==> src/hdl/sadbm_pkg.sv <==
// Shared types, widths and constants of the descriptor SAD best-match block.
// Used by the input queue, the match datapath and the top level.
// No dependencies.
package sadbm_pkg;

    localparam int DESC_WORDS     = 4;
    localparam int BYTES_PER_WORD = 8;
    localparam int BYTE_W         = 8;
    localparam int WORD_W         = 64;
    localparam int POINT_W        = 16;
    localparam int INDEX_W        = 12;
    localparam int COST_W         = 13;
    localparam int GROUP_SUM_W    = 11;
    localparam int COUNT_W        = 16;
    localparam int THRESH_W       = 13;
    localparam int ADDR_W         = 3;
    localparam int DATA_W         = 32;

    typedef enum logic
    {
        MODE_LOAD      = 1'b0,
        MODE_CANDIDATE = 1'b1
    } mode_t;

    // Register index, taken from the word-aligned part of the address.
    localparam logic [ADDR_W-3:0] REG_THRESHOLD = '0;

    localparam logic [THRESH_W-1:0] THRESHOLD_RESET = 13'd100;
    localparam logic [COUNT_W-1:0]  COUNT_MAX       = '1;

    typedef logic [DESC_WORDS-1:0][WORD_W-1:0] desc_t;

    typedef struct packed
    {
        logic                is_load;
        desc_t               desc;
        logic [POINT_W-1:0]  point;
        logic [INDEX_W-1:0]  index;
        logic                last;
    } item_t;

    // Sum of absolute byte differences over one 64-bit descriptor word.
    function automatic logic [GROUP_SUM_W-1:0] group_sad(
        input logic [WORD_W-1:0] a,
        input logic [WORD_W-1:0] b
    );
        logic [GROUP_SUM_W-1:0] sum;
        logic [BYTE_W-1:0]      x;
        logic [BYTE_W-1:0]      y;
        sum = '0;
        for (int i = 0; i < BYTES_PER_WORD; i++)
        begin
            x = a[i*BYTE_W +: BYTE_W];
            y = b[i*BYTE_W +: BYTE_W];
            if (x > y)
            begin
                sum = sum + GROUP_SUM_W'(x - y);
            end
            else
            begin
                sum = sum + GROUP_SUM_W'(y - x);
            end
        end
        return sum;
    endfunction

endpackage

==> src/hdl/descriptor_sad_best_match.sv <==
// Matches a stored 32-byte reference descriptor against a stream of candidate
// words by sum of absolute byte differences, keeping the earliest lowest cost;
// the word marked last yields one result with the best index and cost, a match
// flag when the cost is below match_threshold, and a saturating match count.
// The block takes one input word per clock while its queue is not full: the
// queue in the front end absorbs short output stalls, and the datapath is three
// stages (per-word sums, total, then running minimum and registered output
// updated together).
// Depends on sadbm_pkg, sadbm_front and sadbm_back.
module descriptor_sad_best_match
    import sadbm_pkg::*;
#(
    parameter int QUEUE_DEPTH = 4
)
(
    input  logic                 clk,
    input  logic                 rst_n,
    input  logic                 psel,
    input  logic                 penable,
    input  logic                 pwrite,
    input  logic [ADDR_W-1:0]    paddr,
    input  logic [DATA_W-1:0]    pwdata,
    output logic [DATA_W-1:0]    prdata,
    output logic                 pready,
    input  logic                 in_valid,
    output logic                 in_ready,
    input  logic                 mode,
    input  logic [WORD_W-1:0]    desc_word_0,
    input  logic [WORD_W-1:0]    desc_word_1,
    input  logic [WORD_W-1:0]    desc_word_2,
    input  logic [WORD_W-1:0]    desc_word_3,
    input  logic [POINT_W-1:0]   point_id,
    input  logic [INDEX_W-1:0]   candidate_index,
    input  logic                 last_candidate,
    output logic                 out_valid,
    input  logic                 out_ready,
    output logic                 match_valid,
    output logic [POINT_W-1:0]   matched_point,
    output logic [INDEX_W-1:0]   best_index,
    output logic [COST_W-1:0]    best_cost,
    output logic [COUNT_W-1:0]   match_total
);

    logic [THRESH_W-1:0]  threshold_reg;
    logic                 sel_threshold;
    logic                 item_valid;
    logic                 item_ready;
    item_t                item;

    assign pready        = 1'b1;
    assign sel_threshold = (paddr[ADDR_W-1:2] == REG_THRESHOLD);

    always_ff @(posedge clk or negedge rst_n)
    begin
        if (!rst_n)
        begin
            threshold_reg <= THRESHOLD_RESET;
        end
        else if (psel && penable && pwrite && pready && sel_threshold)
        begin
            threshold_reg <= pwdata[THRESH_W-1:0];
        end
    end

    assign prdata = sel_threshold ? DATA_W'(threshold_reg) : '0;

    sadbm_front #(
        .QUEUE_DEPTH (QUEUE_DEPTH)
    ) u_front (
        .clk             (clk),
        .rst_n           (rst_n),
        .in_valid        (in_valid),
        .in_ready        (in_ready),
        .mode            (mode),
        .desc_word_0     (desc_word_0),
        .desc_word_1     (desc_word_1),
        .desc_word_2     (desc_word_2),
        .desc_word_3     (desc_word_3),
        .point_id        (point_id),
        .candidate_index (candidate_index),
        .last_candidate  (last_candidate),
        .item_valid      (item_valid),
        .item            (item),
        .item_ready      (item_ready)
    );

    sadbm_back u_back (
        .clk             (clk),
        .rst_n           (rst_n),
        .item_valid      (item_valid),
        .item            (item),
        .item_ready      (item_ready),
        .match_threshold (threshold_reg),
        .out_valid       (out_valid),
        .out_ready       (out_ready),
        .match_valid     (match_valid),
        .matched_point   (matched_point),
        .best_index      (best_index),
        .best_cost       (best_cost),
        .match_total     (match_total)
    );

endmodule

==> src/hdl/sadbm_front.sv <==
// Front end: accepts input words, classifies them as loads or candidates
// and holds them in a short queue for the match datapath. Uses sadbm_pkg.
module sadbm_front
    import sadbm_pkg::*;
#(
    parameter int QUEUE_DEPTH = 4
)
(
    input  logic                 clk,
    input  logic                 rst_n,
    input  logic                 in_valid,
    output logic                 in_ready,
    input  logic                 mode,
    input  logic [WORD_W-1:0]    desc_word_0,
    input  logic [WORD_W-1:0]    desc_word_1,
    input  logic [WORD_W-1:0]    desc_word_2,
    input  logic [WORD_W-1:0]    desc_word_3,
    input  logic [POINT_W-1:0]   point_id,
    input  logic [INDEX_W-1:0]   candidate_index,
    input  logic                 last_candidate,
    output logic                 item_valid,
    output item_t                item,
    input  logic                 item_ready
);

    localparam int PTR_W   = $clog2(QUEUE_DEPTH);
    localparam int COUNT_QW = $clog2(QUEUE_DEPTH + 1);
    localparam logic [PTR_W-1:0]    PTR_LAST = PTR_W'(QUEUE_DEPTH - 1);
    localparam logic [COUNT_QW-1:0] Q_FULL   = COUNT_QW'(QUEUE_DEPTH);

    item_t                queue_reg [QUEUE_DEPTH];
    logic [PTR_W-1:0]     wr_ptr_reg;
    logic [PTR_W-1:0]     rd_ptr_reg;
    logic [COUNT_QW-1:0]  count_reg;
    item_t                in_item;
    logic                 push;
    logic                 pop;

    always_comb
    begin
        in_item.is_load = (mode_t'(mode) == MODE_LOAD);
        in_item.desc    = {desc_word_3, desc_word_2, desc_word_1, desc_word_0};
        in_item.point   = point_id;
        in_item.index   = candidate_index;
        in_item.last    = last_candidate;
    end

    assign in_ready   = (count_reg != Q_FULL);
    assign item_valid = (count_reg != '0);
    assign item       = queue_reg[rd_ptr_reg];
    assign push       = in_valid && in_ready;
    assign pop        = item_valid && item_ready;

    always_ff @(posedge clk)
    begin
        if (push)
        begin
            queue_reg[wr_ptr_reg] <= in_item;
        end
    end

    always_ff @(posedge clk or negedge rst_n)
    begin
        if (!rst_n)
        begin
            wr_ptr_reg <= '0;
            rd_ptr_reg <= '0;
            count_reg  <= '0;
        end
        else
        begin
            if (push)
            begin
                wr_ptr_reg <= (wr_ptr_reg == PTR_LAST) ? '0 : wr_ptr_reg + 1'b1;
            end
            if (pop)
            begin
                rd_ptr_reg <= (rd_ptr_reg == PTR_LAST) ? '0 : rd_ptr_reg + 1'b1;
            end
            if (push && !pop)
            begin
                count_reg <= count_reg + 1'b1;
            end
            else if (pop && !push)
            begin
                count_reg <= count_reg - 1'b1;
            end
        end
    end

endmodule

==> src/hdl/sadbm_back.sv <==
// Back end: SAD pipeline against the stored reference, running minimum,
// match decision and the output register. Uses sadbm_pkg.
module sadbm_back
    import sadbm_pkg::*;
(
    input  logic                 clk,
    input  logic                 rst_n,
    input  logic                 item_valid,
    input  item_t                item,
    output logic                 item_ready,
    input  logic [THRESH_W-1:0]  match_threshold,
    output logic                 out_valid,
    input  logic                 out_ready,
    output logic                 match_valid,
    output logic [POINT_W-1:0]   matched_point,
    output logic [INDEX_W-1:0]   best_index,
    output logic [COST_W-1:0]    best_cost,
    output logic [COUNT_W-1:0]   match_total
);

    // Stage 1: per-word partial sums.
    desc_t                                  ref_desc_reg;
    logic                                   s1_valid_reg;
    logic                                   s1_is_load_reg;
    logic                                   s1_last_reg;
    logic [POINT_W-1:0]                     s1_point_reg;
    logic [INDEX_W-1:0]                     s1_index_reg;
    logic [DESC_WORDS-1:0][GROUP_SUM_W-1:0] s1_sum_reg;
    logic [DESC_WORDS-1:0][GROUP_SUM_W-1:0] group_sum;

    // Stage 2: full cost.
    logic                s2_valid_reg;
    logic                s2_is_load_reg;
    logic                s2_last_reg;
    logic [POINT_W-1:0]  s2_point_reg;
    logic [INDEX_W-1:0]  s2_index_reg;
    logic [COST_W-1:0]   s2_cost_reg;
    logic [COST_W-1:0]   total_cost;

    // Running minimum and result.
    logic [POINT_W-1:0]  ref_point_reg, ref_point_next;
    logic [COST_W-1:0]   min_cost_reg, min_cost_next;
    logic [INDEX_W-1:0]  min_index_reg, min_index_next;
    logic                have_reg, have_next;
    logic [COUNT_W-1:0]  counter_reg, counter_next;
    logic                out_valid_reg, out_valid_next;
    logic                out_match_reg;
    logic [POINT_W-1:0]  out_point_reg;
    logic [INDEX_W-1:0]  out_index_reg;
    logic [COST_W-1:0]   out_cost_reg;

    logic                out_free;
    logic                s2_emit;
    logic                s2_go;
    logic                s2_take;
    logic                s1_take;
    logic                better;
    logic [COST_W-1:0]   cand_cost;
    logic [INDEX_W-1:0]  cand_index;
    logic                match;

    // A result only waits when the output word has not been taken yet.
    assign out_free   = !out_valid_reg || out_ready;
    assign s2_emit    = s2_valid_reg && !s2_is_load_reg && s2_last_reg;
    assign s2_go      = s2_valid_reg && (!s2_emit || out_free);
    assign s2_take    = !s2_valid_reg || s2_go;
    assign s1_take    = !s1_valid_reg || s2_take;
    assign item_ready = s1_take;

    always_comb
    begin
        for (int w = 0; w < DESC_WORDS; w++)
        begin
            group_sum[w] = group_sad(ref_desc_reg[w], item.desc[w]);
        end
    end

    always_comb
    begin
        total_cost = '0;
        for (int w = 0; w < DESC_WORDS; w++)
        begin
            total_cost = total_cost + COST_W'(s1_sum_reg[w]);
        end
    end

    always_ff @(posedge clk)
    begin
        if (s1_take)
        begin
            s1_is_load_reg <= item.is_load;
            s1_last_reg    <= item.last;
            s1_point_reg   <= item.point;
            s1_index_reg   <= item.index;
            s1_sum_reg     <= group_sum;
        end
        if (s2_take)
        begin
            s2_is_load_reg <= s1_is_load_reg;
            s2_last_reg    <= s1_last_reg;
            s2_point_reg   <= s1_point_reg;
            s2_index_reg   <= s1_index_reg;
            s2_cost_reg    <= total_cost;
        end
        if (s2_go && s2_emit)
        begin
            out_match_reg <= match;
            out_point_reg <= ref_point_reg;
            out_index_reg <= cand_index;
            out_cost_reg  <= cand_cost;
        end
    end

    // The reference changes as a load leaves the queue, so every later
    // candidate is scored against it and every earlier one is not.
    always_ff @(posedge clk or negedge rst_n)
    begin
        if (!rst_n)
        begin
            ref_desc_reg <= '0;
            s1_valid_reg <= 1'b0;
            s2_valid_reg <= 1'b0;
        end
        else
        begin
            if (item_valid && s1_take && item.is_load)
            begin
                ref_desc_reg <= item.desc;
            end
            if (s1_take)
            begin
                s1_valid_reg <= item_valid;
            end
            if (s2_take)
            begin
                s2_valid_reg <= s1_valid_reg;
            end
        end
    end

    always_comb
    begin
        better     = !have_reg || (s2_cost_reg < min_cost_reg);
        cand_cost  = better ? s2_cost_reg : min_cost_reg;
        cand_index = better ? s2_index_reg : min_index_reg;
        match      = ({1'b0, cand_cost} < {1'b0, match_threshold});

        ref_point_next = ref_point_reg;
        min_cost_next  = min_cost_reg;
        min_index_next = min_index_reg;
        have_next      = have_reg;
        counter_next   = counter_reg;
        out_valid_next = out_valid_reg && !out_ready;

        if (s2_go)
        begin
            if (s2_is_load_reg)
            begin
                ref_point_next = s2_point_reg;
                min_cost_next  = '1;
                min_index_next = '0;
                have_next      = 1'b0;
            end
            else if (s2_last_reg)
            begin
                if (match && (counter_reg != COUNT_MAX))
                begin
                    counter_next = counter_reg + 1'b1;
                end
                out_valid_next = 1'b1;
                min_cost_next  = '1;
                min_index_next = '0;
                have_next      = 1'b0;
            end
            else
            begin
                min_cost_next  = cand_cost;
                min_index_next = cand_index;
                have_next      = 1'b1;
            end
        end
    end

    always_ff @(posedge clk or negedge rst_n)
    begin
        if (!rst_n)
        begin
            ref_point_reg <= '0;
            min_cost_reg  <= '1;
            min_index_reg <= '0;
            have_reg      <= 1'b0;
            counter_reg   <= '0;
            out_valid_reg <= 1'b0;
        end
        else
        begin
            ref_point_reg <= ref_point_next;
            min_cost_reg  <= min_cost_next;
            min_index_reg <= min_index_next;
            have_reg      <= have_next;
            counter_reg   <= counter_next;
            out_valid_reg <= out_valid_next;
        end
    end

    assign out_valid     = out_valid_reg;
    assign match_valid   = out_match_reg;
    assign matched_point = out_point_reg;
    assign best_index    = out_index_reg;
    assign best_cost     = out_cost_reg;
    assign match_total   = counter_reg;

endmodule
==> config.mk <==
export PLATFORM = sky130hd
export DESIGN_NAME = descriptor_sad_best_match
export DESIGN_NICKNAME = d
export VERILOG_FILES = /design/src/hdl/sadbm_pkg.sv /design/src/hdl/descriptor_sad_best_match.sv /design/src/hdl/sadbm_front.sv /design/src/hdl/sadbm_back.sv
export SDC_FILE = /design/constraint.sdc
export NUM_CORES = 2
export LEC_CHECK = 0
export BUFFER_PORTS_ARGS = -buffer_cell sky130_fd_sc_hd__buf_4
export CAP_MARGIN = 0
export CORE_MARGIN = 10
export CORE_UTILIZATION = 55
export CTS_CLUSTER_SIZE = 24
export DETAILED_ROUTE_END_ITERATION = 8
export PLACE_DENSITY_LB_ADDON = 0.15
export SLEW_MARGIN = 20
export SYNTH_ARGS = -nofsm -noshare
export SYNTH_HDL_FRONTEND = slang
export SYNTH_SLANG_ARGS = --single-unit
==> constraint.sdc <==
create_clock -name clk -period 21.3 [get_ports clk]
set_input_delay 6.39 -clock clk [delete_from_list [all_inputs] [get_ports clk]]
set_output_delay 6.39 -clock clk [all_outputs]
set_load 0.005 [all_outputs]
==> results.py <==
metrics = {
    "run_status": {
        "outcome": "finished clean",
    },
    "global_routing": {
        "grt_max_degree": 189,
        "overflow": 0,
        "grt_pass1_vias": 57663,
        "grt_use_total": 0.213,
        "antenna_found_initial": 33,
        "grt_pass1_wl_um": 316000,
    },
    "routing": {
        "drt_iter0_drc": 3385,
        "ant_nets": 0,
        "vias": 55943,
        "wl_per_cell_um": 19.5,
        "wirelength_um": 198000,
        "via_per_inst": 5.53,
        "dr.pass1.iters": 5,
        "drcViolationCount": 0,
    },
    "clock_tree": {
        "cts_hold_buffers": 0,
        "cts_tree": "yes",
        "htreeDepth": 4,
        "cts_made_buffers": 173,
        "ctsResizeCount": 0,
        "clk_path_buf_depth": 3,
        "cts_sinks": 1640,
        "cts_root_buf": "clkbuf_16",
        "post_cts_buffers": 0,
        "clk-insertion-delay-late_ns": 0.83,
        "clk_pin_slew_ns": 0.06,
    },
    "worst_setup_path": {
        "worstPathMaxFanout": 14,
        "crit_path_start_kind": "input pin",
        "path_class": "in -> out",
        "critPathCaptureType": "output port",
        "required_ns": 14.91,
        "cp.arrival_ns": 6.78,
    },
    "yosys": {
        "async_reset_ff_frac": 0.205,
        "netlist_area_um2": 92400,
        "seq_area_frac_synth": 0.515,
        "ys_dominant_reg_cell": "edfxtp_1",
        "synthCells": 7335,
        "synth_area_leaders": "edfxtp_1, ha_1, dfrtp_1, mux4_2, inv_1",
        "ys_types": 87,
        "ys_seq_elements": 1640,
        "synth_area_leader_cell": "edfxtp_1",
        "yosysWarnings": 0,
        "synth_area_per_cell_um2": 12.6,
        "synth_top_area_share": 0.423,
        "synth_edf_count": 1303,
    },
    "floorplan": {
        "dieArea_um2": 185000,
        "num_rows": 150,
        "core_area_um2": 167000,
        "io-pin-count": 421,
        "die_h_um": 430,
        "die_x_um": 430,
        "initial_core_util": 0.553,
    },
    "sta": {
        "worst_slack_ns": 8.13,
        "holdWs_ns": 0.415,
        "min_period_over_period": 0.618,
        "max_clock_freq_mhz": 76.0,
        "finClkSkew_ns": 0.0310,
        "hold_violations": 0,
        "setup_viol": 0,
        "timing.slew.headroom": 0.288,
        "tightest_slew_ns": 1.07,
        "setup_tns_ns": 0,
        "slew_viol_final": 0,
        "fin_crit_ns": 13.17,
        "rsz0062_at_grt": "false",
    },
    "worst_hold_path": {
        "hold_class": "reg -> reg",
    },
    "placed_design": {
        "place_inst": 9776,
        "place.gp.congestion": 0.873,
        "dp_hpwl_um": 142000,
        "portBuffers": 379,
        "place_ws_ns": 8.13,
    },
    "finish": {
        "nFillCells": 12852,
        "final_layout_size_suffix_gt1_frac": 0.151,
        "area_growth_pct": 12.2,
        "largest_reg_flops": 1144,
        "final_cells": 10110,
        "nets": 9022,
    },
    "job": {
        "maxCapViolCount": 0,
    },
}
## layout make-up
type,instances,area (um2),area share
Inverter,908,3410,0.0329
Antenna cell,9,22.5,0.000217
Clock inverter,92,1160,0.0111
Multi-Input combinational cell,4582,40700,0.392
Timing Repair Buffer,442,3380,0.0325
Tap cell,2204,2760,0.0266
Sequential cell,1640,47600,0.459
Clock buffer,233,4760,0.0459
## worst paths after layout
check,from,endpoint,slack (ns),cells after the start
max,paddr[2],prdata[12],8.13,3
min,u_back.s1_point_reg[10]$_DFFE_PN_,u_back.s2_point_reg[10]$_DFFE_PP_,0.41,0
max reg2reg,u_front.rd_ptr_reg[0]$_DFFE_PN0P_,u_back.s1_sum_reg[21]$_DFFE_PN_,9.57,42
min reg2reg,u_back.s1_point_reg[10]$_DFFE_PN_,u_back.s2_point_reg[10]$_DFFE_PP_,0.41,0
max in group asynchronous,rst_n,u_back.ref_desc_reg[91]$_DFFE_PN0P_,13.88,3
min in group asynchronous,rst_n,u_back.ref_desc_reg[250]$_DFFE_PN0P_,5.63,1
## cells in the mapped netlist, drive strengths merged (16+ instances only)
cell,instances
and3,20
nand2b,41
ha,841
a211oi,37
a21o,165
nor3,48
edfxtp,1303
clkbuf,144
inv,908
o21ai,470
xnor2,365
o21bai,161
nand4,46
dfrtp,321
a21oi,480
mux4,286
nor2,223
o21a,29
nand2,454
mux2,134
mux2i,141
nand3,40
dfstp,16
xor2,111
buf,79
a22o,16
fa,106
a31oi,33
nor2b,76
## per-stage QoR
stage | instance area [um2] | util
5_1_grt | 104000 | 0.621
4_1_cts | 104000 | 0.621
3_3_place_gp | 97800 | 0.585
2_1_floorplan | 92500 | -
3_5_place_dp | 97800 | 0.585
6_report | 104000 | 0.621
## worst max-delay path: stages
cell	delay [ns]
buf_4	0.16
nor2_1	0.11
buf_4	0.12
## cell usage in the layout (no fill, tap or decap), types with 15 or more instances in the layout
cell type,instances
clkbuf_8,18
clkinv_2,25
o21bai_1,161
conb_1,20
fa_1,106
a21o_1,165
clkbuf_16,174
clkinv_1,16
nor2b_1,75
edfxtp_1,1303
nand3_1,40
a22o_1,16
and3_1,16
o31a_1,15
dfstp_2,16
nand4_1,46
o21ai_0,465
a221oi_1,15
dfrtp_1,319
inv_1,907
a21oi_1,479
mux2i_1,141
mux4_2,286
nand2b_1,41
ha_1,841
xnor2_1,363
a31oi_1,33
nor2_1,220
clkbuf_1,41
a211oi_1,37
bufinv_16,18
buf_4,437
nand2_1,451
o21a_1,29
nor3_1,48
mux2_2,133
xor2_1,111
## cell families after synthesis
| logic type | after synthesis | share of synthesized area |
|---|---|---|
| buffers and inverters | 1131 | 0.0470 |
| adder cells (fa/ha/maj) | 947 | 0.137 |
| other | 2 | 0.0000813 |
| flip-flops | 1640 | 0.515 |
| AND/OR/NAND/NOR | 1006 | 0.0492 |
| XOR/XNOR | 483 | 0.0470 |
| multiplexers | 561 | 0.101 |
| AO/OA/AOI/OAI | 1565 | 0.104 |
## per-layer routing
metal  up-vias  routed length [um]  global-route usage
met3       283                8240              0.0372
met4        28                4270              0.0541
li1      27240                   -                   -
met5         -                 168                   0
met1     27497               87900               0.283
met2       895               96900               0.364
Power is left out: the tool's default activity adds up to more than one toggle a clock period on the data nets, which glitch-free logic cannot reach.
